`src/rtl/core/u8d_pkg.sv`:
```
// Shared types and constants for the UTF-8 stream decoder.
package u8d_pkg;

  // Widths of the decoded fields.
  localparam int unsigned ByteW  = 8;
  localparam int unsigned CpW    = 26;
  localparam int unsigned LenW   = 3;
  localparam int unsigned LeadPW = 7;
  localparam int unsigned ContW  = 6;

  // Sequence lengths announced by the lead byte.
  localparam logic [LenW-1:0] SeqLen1 = 3'd1;
  localparam logic [LenW-1:0] SeqLen2 = 3'd2;
  localparam logic [LenW-1:0] SeqLen3 = 3'd3;
  localparam logic [LenW-1:0] SeqLen4 = 3'd4;
  localparam logic [LenW-1:0] SeqLen5 = 3'd5;

  // Payload masks of the lead byte for each sequence length.
  localparam logic [ByteW-1:0] LeadMask1 = 8'h7F;
  localparam logic [ByteW-1:0] LeadMask2 = 8'h1F;
  localparam logic [ByteW-1:0] LeadMask3 = 8'h0F;
  localparam logic [ByteW-1:0] LeadMask4 = 8'h07;
  localparam logic [ByteW-1:0] LeadMask5 = 8'h03;

  // Result of decoding one lead byte.
  typedef struct packed {
    logic [LenW-1:0]   len;
    logic [LeadPW-1:0] payload;
  } lead_t;

endpackage

```
`src/rtl/core/u8d_lead_decode.sv`:
```
// Lead-byte decoder: sequence length and payload bits of a UTF-8 lead byte.
module u8d_lead_decode
  import u8d_pkg::*;
(
  input  logic [ByteW-1:0] lead_byte_i,
  output lead_t            lead_o
);

  logic [ByteW-1:0] masked;

  // Classify the byte by its top bits; anything else opens a 5-byte sequence.
  always_comb begin
    unique casez (lead_byte_i)
      8'b0???????: begin
        lead_o.len = SeqLen1;
        masked     = lead_byte_i & LeadMask1;
      end
      8'b110?????: begin
        lead_o.len = SeqLen2;
        masked     = lead_byte_i & LeadMask2;
      end
      8'b1110????: begin
        lead_o.len = SeqLen3;
        masked     = lead_byte_i & LeadMask3;
      end
      8'b11110???: begin
        lead_o.len = SeqLen4;
        masked     = lead_byte_i & LeadMask4;
      end
      default: begin
        lead_o.len = SeqLen5;
        masked     = lead_byte_i & LeadMask5;
      end
    endcase
    lead_o.payload = masked[LeadPW-1:0];
  end

endmodule

```
`src/rtl/core/utf8_stream_decoder.sv`:
```
// UTF-8 stream decoder: one byte per beat in, one code point per completed or truncated sequence out.
// A code point passes through the input register and then the output register on its way out.
// Throughput: one byte per cycle while the output is not stalled, set by the single accumulator update per input beat.
// A waiting result stalls input only once the input register also holds a byte.
// Reset (rst_ni low, asynchronous) empties both stages and clears the sequence state.
module utf8_stream_decoder
  import u8d_pkg::*;
(
  input  logic        clk_i,
  input  logic        rst_ni,
  // Input stream: tdata = data_byte[7:0]; tlast = end_of_string.
  input  logic        s_axis_tvalid,
  output logic        s_axis_tready,
  input  logic [7:0]  s_axis_tdata,   // [7:0] data_byte
  input  logic        s_axis_tlast,
  // Output stream: tlast = last_char; tuser = truncated.
  output logic        m_axis_tvalid,
  input  logic        m_axis_tready,
  output logic [31:0] m_axis_tdata,   // [25:0] code_point, [28:26] seq_length, [31:29] zero
  output logic        m_axis_tuser,   // [0] truncated
  output logic        m_axis_tlast
);

  // Input register.
  logic             in_vld_q;
  logic [ByteW-1:0] in_byte_q;
  logic             in_eos_q;

  // Sequence state.
  logic [LenW-1:0] rem_q, rem_d;
  logic [CpW-1:0]  acc_q, acc_d;
  logic [LenW-1:0] cur_len_q, cur_len_d;

  // Output register.
  logic            out_vld_q;
  logic [CpW-1:0]  out_cp_q, res_cp;
  logic [LenW-1:0] out_len_q, res_len;
  logic            out_trunc_q, res_trunc;
  logic            out_last_q, res_last;
  logic            res_vld;

  logic  out_free;
  logic  advance;
  lead_t lead;

  assign out_free      = !out_vld_q || m_axis_tready;
  assign advance       = in_vld_q && out_free;
  assign s_axis_tready = !in_vld_q || out_free;

  // Input stage register.
  always_ff @(posedge clk_i or negedge rst_ni) begin
    if (!rst_ni) begin
      in_vld_q <= 1'b0;
    end else if (s_axis_tready) begin
      in_vld_q <= s_axis_tvalid;
    end
  end

  always_ff @(posedge clk_i) begin
    if (s_axis_tready && s_axis_tvalid) begin
      in_byte_q <= s_axis_tdata;
      in_eos_q  <= s_axis_tlast;
    end
  end

  u8d_lead_decode u_lead (
    .lead_byte_i (in_byte_q),
    .lead_o      (lead)
  );

  // Sequence step: open a sequence on a lead byte or shift in a continuation byte.
  always_comb begin
    rem_d     = rem_q;
    acc_d     = acc_q;
    cur_len_d = cur_len_q;
    res_vld   = 1'b0;
    res_cp    = acc_q;
    res_len   = cur_len_q;
    res_trunc = 1'b0;
    res_last  = in_eos_q;
    if (rem_q == '0) begin
      acc_d     = {{(CpW-LeadPW){1'b0}}, lead.payload};
      cur_len_d = lead.len;
      rem_d     = lead.len - 3'd1;
      res_cp    = acc_d;
      res_len   = lead.len;
      if (lead.len == SeqLen1) begin
        res_vld = 1'b1;
      end else if (in_eos_q) begin
        res_vld   = 1'b1;
        res_trunc = 1'b1;
      end
    end else begin
      acc_d  = {acc_q[CpW-ContW-1:0], in_byte_q[ContW-1:0]};
      rem_d  = rem_q - 3'd1;
      res_cp = acc_d;
      if (rem_d == '0) begin
        res_vld = 1'b1;
      end else if (in_eos_q) begin
        res_vld   = 1'b1;
        res_trunc = 1'b1;
      end
    end
    // Any emitted result closes the sequence.
    if (res_vld) begin
      rem_d     = '0;
      acc_d     = '0;
      cur_len_d = '0;
    end
  end

  always_ff @(posedge clk_i or negedge rst_ni) begin
    if (!rst_ni) begin
      rem_q     <= '0;
      acc_q     <= '0;
      cur_len_q <= '0;
    end else if (advance) begin
      rem_q     <= rem_d;
      acc_q     <= acc_d;
      cur_len_q <= cur_len_d;
    end
  end

  // Output register.
  always_ff @(posedge clk_i or negedge rst_ni) begin
    if (!rst_ni) begin
      out_vld_q <= 1'b0;
    end else if (out_free) begin
      out_vld_q <= advance && res_vld;
    end
  end

  always_ff @(posedge clk_i) begin
    if (advance && res_vld) begin
      out_cp_q    <= res_cp;
      out_len_q   <= res_len;
      out_trunc_q <= res_trunc;
      out_last_q  <= res_last;
    end
  end

  assign m_axis_tvalid = out_vld_q;
  assign m_axis_tdata  = {3'b000, out_len_q, out_cp_q};
  assign m_axis_tuser  = out_trunc_q;
  assign m_axis_tlast  = out_last_q;

  // An open sequence always expects fewer bytes than its announced length.
  a_rem_below_len: assert property (@(posedge clk_i) disable iff (!rst_ni)
    (rem_q != '0) |-> (rem_q < cur_len_q && cur_len_q >= SeqLen2 && cur_len_q <= SeqLen5))
    else $error("remaining count out of step with sequence length");

  // A truncated result only comes at the end of a string.
  a_trunc_is_last: assert property (@(posedge clk_i) disable iff (!rst_ni)
    (m_axis_tvalid && m_axis_tuser) |-> m_axis_tlast)
    else $error("truncated result without end of string");

  // Every result carries a legal length.
  a_len_range: assert property (@(posedge clk_i) disable iff (!rst_ni)
    m_axis_tvalid |-> (out_len_q >= SeqLen1 && out_len_q <= SeqLen5))
    else $error("result length out of range");

  // A complete (not truncated) result of length one carries at most seven bits.
  a_ascii_width: assert property (@(posedge clk_i) disable iff (!rst_ni)
    (m_axis_tvalid && out_len_q == SeqLen1) |-> (out_cp_q[CpW-1:LeadPW] == '0))
    else $error("single-byte result wider than seven bits");

endmodule
```
`config.mk`:
```
export PLATFORM = sky130hd
export DESIGN_NAME = utf8_stream_decoder
export DESIGN_NICKNAME = d
export VERILOG_FILES = /design/src/rtl/core/u8d_pkg.sv /design/src/rtl/core/u8d_lead_decode.sv /design/src/rtl/core/utf8_stream_decoder.sv
export SDC_FILE = /design/constraint.sdc
export NUM_CORES = 1
export LEC_CHECK = 0
export ABC_AREA = 0
export BUFFER_PORTS_ARGS = -buffer_cell sky130_fd_sc_hd__buf_2
export CORE_MARGIN = 2
export CORE_UTILIZATION = 40
export DETAILED_ROUTE_END_ITERATION = 6
export PLACE_DENSITY = 0.64
export SYNTH_ARGS = -nofsm -noshare
export SYNTH_HDL_FRONTEND = slang
export SYNTH_SLANG_ARGS = --single-unit
```
`constraint.sdc`:
```
create_clock -name clk_i -period 3.2 [get_ports clk_i]
set_input_delay 0.32 -clock clk_i [delete_from_list [all_inputs] [get_ports clk_i]]
set_output_delay 0.32 -clock clk_i [all_outputs]
set_load 0.01 [all_outputs]
```
==> results.md, run 1 <==
* Worst Clk Skew at 0.00881 ns
* Leakage at 1.40 nW
* Stages on worst setup path at 6
* Clk root buf: clkbuf_8
* Switching share of power at 33.2%
* Clock network power share at 23.0%
* Synth Instances at 204
* Area share of the largest cell type after synthesis at 43.0%
* Max Clock Freq at 426 MHz
* DRT antenna net count at 0
* Crit-path slowest cell: dfrtp_1
* CP Capture Type: flip-flop
* Avg Inst Size Synth at 13.7 um^2
* Reg2reg start: rem_q[0]$_DFFE_PN0P_
* WP buf/inv at 2
* CTS Buf Count at 9
* Worst-path cell chain: inv_1 -> ha_1 -> and2b_1 -> o211ai_2 -> a21oi_4 -> buf_4
* Final period util at 73.4%
* Failing checks: hold timing
* Max cap viols at 0
* Sequential share of power at 49.5%
* Crit path time final at 2.35 ns
* Worst Path Max Fanout at 24
* Yosys warns at 0
* # fillers at 615
* Share of cells above drive strength 1 at 25.5%
* # setup viols final at 0
* Combinational power share at 27.6%
* Largest net degree at the start of global routing at 36
* Placed insts at 339
* Worst reg2reg endpoint: out_cp_q[18]$_DFFE_PP_
* Origin of the worst setup path: rem_q[0]$_DFFE_PN0P_
* Final nets at 272
* Worst path arrival time at 2.36 ns
* Reg2reg setup slack at 0.85 ns
* Vias post-DR at 1722
* Wire per inst at 14.2 um
* Largest cells by area after synthesis: edfxtp_1, dfrtp_1, and2_1
* Via density at 4.85
* Vias in the first global route at 1762
* Clk slew on worst S/H paths at 0.07 ns
* Worst-Skew Late Latency at 0.34 ns
* Area Overhead vs Synth at 17.0%
* Initial antenna violation count at 0
* Most common cell in the netlist: edfxtp_1
* N_diodes at 0
* Peak VDD IR at 0.000399 V
* Clk sinks at 68
* Power Internal at 0.00169 W
* Final GP Congestion at 0.815
* Async SR Flop Fraction at 41.2%
* Setup bufs post-CTS at 0
* Register area at 0.00190 mm^2
* Initial cell density of the core at 41.2%
* FF-to-FF path depth at 6
* Top delay family on crit path: compound AO/OA/AOI/OAI gates
* Worst-case hold slack at -0.00393 ns
* First-pass GRT wire length at 8.20 mm
* Post-synth EDFFs at 40
* Gr usage total at 14.3%
* Initial detailed-routing violation count at 102
* Biggest cell delay along the critical path at 0.38 ns
* Power Density at 775 mW/mm^2
* Top_reg_cell synth: edfxtp_1
* DRC Markers at 0
* Port Buf Inserts at 45
* Multi-input logic area at 837 um^2
* Fin Setup TNS at 0 ns
* Slew headroom at 31.1%
* Core ar. at 0.00679 mm^2
* Die Wd at 87.6 um
* Final hold vios at 4
* CP startpoint kind: flip-flop
* Seq cells post-synth at 68
* Status: complete, but fails checks
* CP required at 3.21 ns
* Area leader, netlist: edfxtp_1
* H-tree levels at 3
* Max Slew Vio Count at 0
* CP Class: reg2reg
* Drt first pass iters at 5
* RSZ-0062 raised after global routing: no
* Hold crit path type: in2async
* Crit path capture: out_cp_q[18]$_DFFE_PP_
* Resize count post-CTS at 0
* Cts hold-fix bufs at 0
* Area of the die at 0.00768 mm^2
* Mapped cell area at 0.00280 mm^2
* Num ports at 49
* Synth unique cells at 40
* Worst slew pin tran at 1.03 ns
* Row count at 30
* WL final at 5.06 mm
* Max clock buf depth at 2
* Die Y at 87.6 um
* Post-synthesis sequential area ratio at 68.0%
* Estimated wirelength of the detail-placed design at 3.34 mm
* Post-synth top cells: edfxtp_1, dfrtp_1, and2_1, nand2_1, a22o_1
* TritonCTS clock tree: done
* Fin cells at 355
* Net Switching at 0.000843 W
* GRT Residual Overflow at 0
==> kinds of logic after synthesis <==
family	after synthesis	synth area share [%]
and+or+nand+nor	69	14.3
DFF	68	68.0
AOI/OAI and AO/OA	46	12.6
buffers and inverters	15	2.73
adders and majority gates	5	2.24
other	1	0.134
==> placed cells by master, fill, tap and decap left out, types with 3 or more instances in the layout <==
| master | Yosys | layout |
|---|---|---|
| and2_1 | 24 | 24 |
| inv_1 | 5 | 5 |
| clkbuf_1 | 5 | 4 |
| ha_1 | 5 | 5 |
| dfrtp_1 | 28 | 28 |
| conb_1 | 1 | 3 |
| nor2_1 | 3 | 3 |
| buf_2 | 1 | 45 |
| nor3_1 | 4 | 4 |
| a22o_1 | 15 | 15 |
| edfxtp_1 | 40 | 40 |
| nand2_1 | 20 | 20 |
| clkbuf_8 | 0 | 9 |
| nand3_1 | 3 | 3 |
| clkinv_2 | 0 | 3 |
| o21ai_0 | 11 | 11 |
| nand2b_1 | 5 | 5 |
==> through the flow <==
step | util [%] | hold WS (ns) | cell area (um^2) | setup WS (ns) | power, W
6_report | 48.2 | -0.00393 | 3270 | 0.850 | 0.00254
5_1_grt | 48.2 | 0.0580 | 3270 | 0.700 | 0.00268
4_1_cts | 48.2 | 0.0189 | 3270 | 0.843 | 0.00256
3_5_place_dp | 45.9 | 0.389 | 3120 | 0.888 | 0.00198
3_3_place_gp | 45.9 | 0.382 | 3120 | 0.987 | 0.00196
2_1_floorplan | - | 0.0244 | 2800 | 0.0822 | 0.00174
==> sequential cells by signal, summed over array words and instances (netlist names), 3 cells and up <==
| name | cells |
|---|---|
| rem_q | 3 |
| cur_len_q | 3 |
| in_byte_q | 8 |
| out_len_q | 3 |
| out_cp_q | 26 |
| acc_q | 20 |
==> final cells by class <==
class | instances | area share, %
repair buffers | 47 | 7.34
clock inverters | 3 | 0.459
well taps | 96 | 3.67
multi-input cells | 123 | 25.6
clock buffers | 13 | 4.24
inverters | 5 | 0.574
flip-flops and latches | 68 | 58.1
==> power by group through the flow <==
stage,registers (W),clock network (W),logic (W)
5_1_grt,0.00128,0.000629,0.000776
3_3_place_gp,0.00127,0,0.000687
2_1_floorplan,0.00132,0,0.000428
6_report,0.00125,0.000582,0.000699
3_5_place_dp,0.00127,0,0.000705
4_1_cts,0.00126,0.000596,0.000709
==> per-layer routing <==
layer	global-route usage, %	vias to the layer above	part of all wire [%]	routed length (um)
met1	18.3	817	46	2330
li1	-	840	-	-
met4	9.09	0	2.9	148
met5	0	-	0	0
met2	21.9	50	47	2370
met3	3.58	15	4.0	203
==> worst min path at each step <==
stage,to,slack [ns],start,cells past startpoint
after floorplan,acc_q[0]$_DFFE_PN0P_,0.02,rst_ni,0
after global placement,in_vld_q$_DFFE_PN0N_,0.38,rst_ni,1
after CTS,acc_q[1]$_DFFE_PN0P_,0.02,rst_ni,1
after detailed placement,m_axis_tvalid$_DFFE_PN0P_,0.39,rst_ni,1
after global routing,rem_q[1]$_DFFE_PN0P_,0.06,rst_ni,1
final,rem_q[1]$_DFFE_PN0P_,-0.004,rst_ni,1
Power figures use the tool's default switching activity.
==> run 2, diff against run 1 <==
- clock period: 3.2 -> 2.1 ns (I/O delays scaled with it)
==> results.md, run 2 (synthesis results as in run 1) <==
* Max Clock Freq at 499 MHz (+17%)
* Row count at 30 (unchanged)
* Regs by FF count: out_cp_q x26, acc_q x20, in_byte_q x8
* Worst-Skew Late Latency at 0.34 ns (about the same)
* DRT antenna net count at 0 (unchanged)
* Estimated wirelength of the detail-placed design at 3.33 mm (-0.31%)
* Fin Setup TNS at 0 ns (unchanged)
* Share of cells above drive strength 1 at 29.7% (+4.3 points)
* H-tree levels at 3 (unchanged)
* GRT Residual Overflow at 0 (unchanged)
* # setup viols final at 0 (unchanged)
* Final GP Congestion at 0.773 (-5.1%)
* Power Density at 1270 mW/mm^2 (+64%)
* Worst path arrival time at 2.04 ns (-0.32 ns)
* Sequential share of power at 43.2% (-6.3 points)
* Gr usage total at 13.8% (-0.56 points)
* Max Slew Vio Count at 0 (unchanged)
* Area of the die at 0.00768 mm^2 (unchanged)
* Initial antenna violation count at 0 (unchanged)
* Die Wd at 87.6 um (unchanged)
* CP Class: reg2reg
* Final nets at 282 (+3.7%)
* Max cap viols at 0 (unchanged)
* DRC Markers at 0 (unchanged)
* Power Internal at 0.00312 W (+84%)
* RSZ-0062 raised after global routing: no
* Clk slew on worst S/H paths at 0.08 ns (about the same)
* Worst setup margin at 0.0960 ns (-0.754 ns)
* Worst slew pin tran at 0.655 ns (-0.378 ns)
* Wire per inst at 13.3 um (-6.5%)
* First-pass GRT wire length at 7.92 mm (-3.4%)
* CP startpoint kind: flip-flop
* Most flop-heavy register: out_cp_q
* Final period util at 95.4% (+22 points)
* CP Capture Type: flip-flop
* Hold crit path type: in2reg
* Dpl ws at 0.0686 ns (-0.819 ns)
* Port Buf Inserts at 45 (unchanged)
* Vias in the first global route at 1626 (-7.7%)
* Core ar. at 0.00679 mm^2 (unchanged)
* Most common cell after layout, fill and taps aside: buf_2
* Final hold vios at 0 (-4)
* Initial detailed-routing violation count at 97 (-4.9%)
* Largest net degree at the start of global routing at 29 (-19%)
* Max FFs per register at 26 (unchanged)
* N_diodes at 0 (unchanged)
* Clk root buf: clkbuf_8
* Area Overhead vs Synth at 24.2%
* Num ports at 49 (unchanged)
* Clk sinks at 68 (unchanged)
* Max clock buf depth at 2 (unchanged)
* Combinational power share at 26.3% (-1.3 points)
* Net Switching at 0.00130 W (+54%)
* Leakage at 1.50 nW (+7.1%)
* WL final at 4.86 mm (-3.8%)
* Worst Path Max Fanout at 23 (-4.2%)
* Die Y at 87.6 um (unchanged)
* TritonCTS clock tree: done
* CTS Buf Count at 9 (unchanged)
* Switching share of power at 29.4% (-3.9 points)
* Worst Clk Skew at 0.0108 ns (+0.00198 ns)
* Crit path time final at 2.00 ns (-0.346 ns)
* Vias post-DR at 1735 (+0.75%)
* CP required at 2.14 ns (-1.07 ns)
* Initial cell density of the core at 41.2% (unchanged)
* Status: completed
* Via density at 4.75 (-2.0%)
* Peak VDD IR at 0.000747 V (+87%)
* Drt first pass iters at 4 (-1)
* Clock network power share at 30.5% (+7.5 points)
* Most frequent cells in the layout: buf_2, edfxtp_1, dfrtp_1, and2_1, nand2_1
* Slew headroom at 56.3% (+25 points)
-- run 2: changes by cell type in the layout (fill, tap and decap cells not counted), sizes merged --
cell and delta:
buf +9, bufinv +3, clkbuf -1, clkinv -2, dlygate4sd3 +1
-- run 2: path summary, 6_finish.rpt --
check,start,to,slack (ns),depth (start not counted)
setup / recovery,rem_q[0]$_DFFE_PN0P_,out_len_q[0]$_DFFE_PP_,0.1,7
hold / removal,s_axis_tlast,in_eos_q$_DFFE_PP_,0.04,1
setup reg to reg,rem_q[0]$_DFFE_PN0P_,out_len_q[0]$_DFFE_PP_,0.1,7
hold reg to reg,in_byte_q[1]$_DFFE_PP_,out_cp_q[1]$_DFFE_PP_,0.47,0
max in group asynchronous,rst_ni,cur_len_q[0]$_DFFE_PN0P_,1.23,2
min in group asynchronous,rst_ni,rem_q[0]$_DFFE_PN0P_,0.43,2
-- run 2: final cells by class --
type / instances / area (um^2)
Clock buffer: 12 / 165
Clock inverter: 4 / 93.8
Fill cell: 603 / 3320
Inverter: 5 / 18.8
Multi-Input combinational cell: 123 / 842
Sequential cell: 68 / 1900
Tap cell: 96 / 120
Timing Repair Buffer: 57 / 330
-- run 2: critical path, cell delays in order (launching register included) --
cell     delay [ns]
dfrtp_1        0.35
inv_1          0.08
ha_1           0.27
nor4b_4        0.34
nor3_4         0.08
buf_4          0.17
a21oi_4        0.19
buf_12         0.20
-- run 2: per-layer routing --
| layer | up-vias | share of wire, % | track usage, % |
|---|---|---|---|
| met5 | - | 0 | 0 |
| met4 | 0 | 1.7 | 7.13 |
| met3 | 9 | 4.0 | 3.77 |
| met2 | 43 | 47 | 20.7 |
| met1 | 821 | 47 | 18.4 |
| li1 | 862 | - | - |
-- run 2: what timing repair did --
item,in CTS,in global routing
resized for setup,0,1
setup endpoints to repair,0,8
setup buffers,0,4
hold buffers,1,0
hold endpoints to repair,28,0
-- run 2: power by group through the flow --
stage / Combinational [W] / Clock, W / Sequential [W]
floorplan: 0.000669 / 0 / 0.00200
finish: 0.00116 / 0.00135 / 0.00191
global route: 0.00129 / 0.00143 / 0.00195
CTS: 0.00114 / 0.00137 / 0.00191
detailed placement: 0.00113 / 0 / 0.00194
global placement: 0.00112 / 0 / 0.00193
-- run 2: through the flow --
| stage | utilization, % | instances | power (W) | hold slack, ns | cell area [um^2] |
|---|---|---|---|---|---|
| finish | 51.1 | 365 | 0.00442 | 0.0374 | 3470 |
| global route | 51.1 | 365 | 0.00467 | 0.0253 | 3470 |
| CTS | 50.6 | 361 | 0.00443 | 0.0246 | 3440 |
| detailed placement | 46.7 | 344 | 0.00307 | 0.278 | 3170 |
| global placement | 46.7 | 344 | 0.00305 | 0.272 | 3170 |
| floorplan | - | 206 | 0.00267 | -0.0856 | 2820 |
==> run 3, diff against run 2 <==
- CAP_MARGIN: default -> 10
- PLACE_DENSITY: 0.64 -> 0.61
- clock period: 2.1 -> 1.9 ns (I/O delays scaled with it)
==> results.md, run 3 (synthesis results as in run 1) <==
* Row count at 30 (unchanged)
* Reg2reg setup slack at 0.06 ns (-0.03 ns)
* Final GP Congestion at 0.832 (+7.6%)
* Dpl ws at 0.0265 ns (-0.0421 ns)
* Final nets at 293 (+3.9%)
* Core ar. at 0.00679 mm^2 (unchanged)
* Crit path time final at 1.84 ns (-0.167 ns)
* Clk root buf: clkbuf_8
* Vias in the first global route at 1668 (+2.6%)
* GRT met3 Usage at 4.81% (+1.0 points)
* DRC Markers at 0 (unchanged)
* H-tree levels at 3 (unchanged)
* Status: completed
* Clock network power share at 22.8% (-7.7 points)
* CP Capture Type: flip-flop
* N_diodes at 0 (unchanged)
* Peak VDD IR at 0.000536 V (-28%)
* GRT Residual Overflow at 0 (unchanged)
* Die Wd at 87.6 um (unchanged)
* Post-Route Utilization at 52.4% (+1.3 points)
* Most common cell after layout, fill and taps aside: buf_2
* Most frequent cells in the layout: buf_2, edfxtp_1, dfrtp_1, and2_1, nand2_1
* Worst-case hold slack at 0.0239 ns (-0.0135 ns)
* Combinational power share at 31.7% (+5.4 points)
* Initial detailed-routing violation count at 105 (+8.2%)
* CTS Buf Count at 9 (unchanged)
* Die Y at 87.6 um (unchanged)
* Sequential share of power at 45.5% (+2.3 points)
* WL final at 5.32 mm (+9.4%)
* Max Slew Vio Count at 0 (unchanged)
* Most flop-heavy register: out_cp_q
* Largest net degree at the start of global routing at 29 (unchanged)
* Initial cell density of the core at 41.2% (unchanged)
* Max FFs per register at 26 (unchanged)
* Fin cells at 376 (+3.0%)
* Fin Setup TNS at 0 ns (unchanged)
* Placed insts at 350 (+1.7%)
* Wire per inst at 14.2 um (+6.2%)
* Area Overhead vs Synth at 27.2%
* Power Internal at 0.00310 W (-0.68%)
* Max cap viols at 0 (unchanged)
* Clk sinks at 68 (unchanged)
* Port Buf Inserts at 45 (unchanged)
* Estimated wirelength of the detail-placed design at 3.57 mm (+7.2%)
* Max clock buf depth at 2 (unchanged)
* Drt first pass iters at 4 (unchanged)
* CP Class: reg2reg
* Gr usage total at 14.6% (+0.86 points)
* Power Density at 1300 mW/mm^2 (+2.3%)
* Top Usage Layer GRT: met2
* Regs by FF count: out_cp_q x26, acc_q x20, in_byte_q x8
* Worst Path Max Fanout at 6 (-74%)
* DRT antenna net count at 0 (unchanged)
* GR Util met1 at 19.3% (+0.89 points)
* Worst-Skew Late Latency at 0.34 ns (about the same)
* Area of the die at 0.00768 mm^2 (unchanged)
* TritonCTS clock tree: done
* Worst path arrival time at 1.90 ns (-0.14 ns)
* Initial antenna violation count at 0 (unchanged)
* Hold crit path type: in2reg
* Worst setup margin at 0.0628 ns (-0.0332 ns)
* # setup viols final at 0 (unchanged)
* Net Switching at 0.00153 W (+18%)
* Final hold vios at 0 (unchanged)
* Max Clock Freq at 544 MHz (+9.1%)
* Slew headroom at 56.3% (about the same)
* First-pass GRT wire length at 8.34 mm (+5.3%)
* Worst slew pin tran at 0.656 ns (+0.000428 ns)
* Clk slew on worst S/H paths at 0.07 ns (about the same)
* Final period util at 96.7% (+1.3 points)
* Leakage at 1.52 nW (+1.6%)
* CP required at 1.96 ns (-0.18 ns)
* Vias post-DR at 1814 (+4.6%)
* Switching share of power at 33.1% (+3.7 points)
* CP startpoint kind: flip-flop
* Via density at 4.82 (+1.5%)
* Num ports at 49 (unchanged)
* GR Layer Usage met2 at 22.7% (+2.1 points)
* Share of cells above drive strength 1 at 35.0% (+5.3 points)
* Worst Clk Skew at 0.00651 ns (-0.00428 ns)
[run 3: cell types whose count changed in the layout (fill, tap and decap cells not counted), sizes merged]
| cell | delta |
|---|---|
| clkinvlp | +2 |
| inv | +1 |
| buf | +9 |
| dlygate4sd3 | +1 |
| clkinv | +2 |
| bufinv | -3 |
| clkbuf | -1 |
[run 3: final timing paths]
| path | endpoint | cells past startpoint | start |
|---|---|---|---|
| setup / recovery | out_cp_q[10]$_DFFE_PP_ | 7 | in_byte_q[7]$_DFFE_PP_ |
| hold / removal | in_byte_q[6]$_DFFE_PP_ | 1 | s_axis_tdata[6] |
| setup reg to reg | out_cp_q[10]$_DFFE_PP_ | 7 | in_byte_q[7]$_DFFE_PP_ |
| hold reg to reg | out_cp_q[1]$_DFFE_PP_ | 0 | in_byte_q[1]$_DFFE_PP_ |
| max in group asynchronous | acc_q[17]$_DFFE_PN0P_ | 2 | rst_ni |
| min in group asynchronous | rem_q[1]$_DFFE_PN0P_ | 2 | rst_ni |
[run 3: cell type report]
cell class	count	area, um^2
Tap cell	96	120
Inverter	5	18.8
Clock buffer	10	138
Sequential cell	68	1900
Timing Repair Buffer	68	449
Clock inverter	6	38.8
Fill cell	597	3240
Multi-Input combinational cell	123	891
[run 3: critical path, cell delays in order, from the launching register on]
cell and delay [ns]:
edfxtp_1 0.42, nand2_1 0.17, a21o_1 0.16, ha_2 0.22, o211ai_4 0.12, a21oi_4 0.17
buf_4 0.16, clkbuf_16 0.14
[run 3: power groups by stage]
stage,registers [W],logic (W),clock network (W)
floorplan,0.00221,0.000798,0
detailed placement,0.00214,0.00140,0
global placement,0.00213,0.00139,0
CTS,0.00211,0.00140,0.00109
global route,0.00215,0.00163,0.00115
finish,0.00211,0.00147,0.00106
[run 3: metal layers]
layer / vias up / part of all wire [%]
li1: 891 / -
met1: 867 / 44
met2: 51 / 49
met3: 5 / 5.5
met4: 0 / 1.1
met5: - / 0
[run 3: stage by stage]
| stage | power, W | area, um^2 |
|---|---|---|
| floorplan | 0.00301 | 2860 |
| global placement | 0.00352 | 3270 |
| detailed placement | 0.00354 | 3270 |
| CTS | 0.00461 | 3460 |
| global route | 0.00493 | 3560 |
| finish | 0.00463 | 3560 |
[run 3: timing repair]
action,4_1_cts,5_1_grt
setup endpoints to repair,0,22
gates resized for setup,0,3
setup buffers,0,6
hold buffers,2,0
endpoints found under the hold margin,29,0
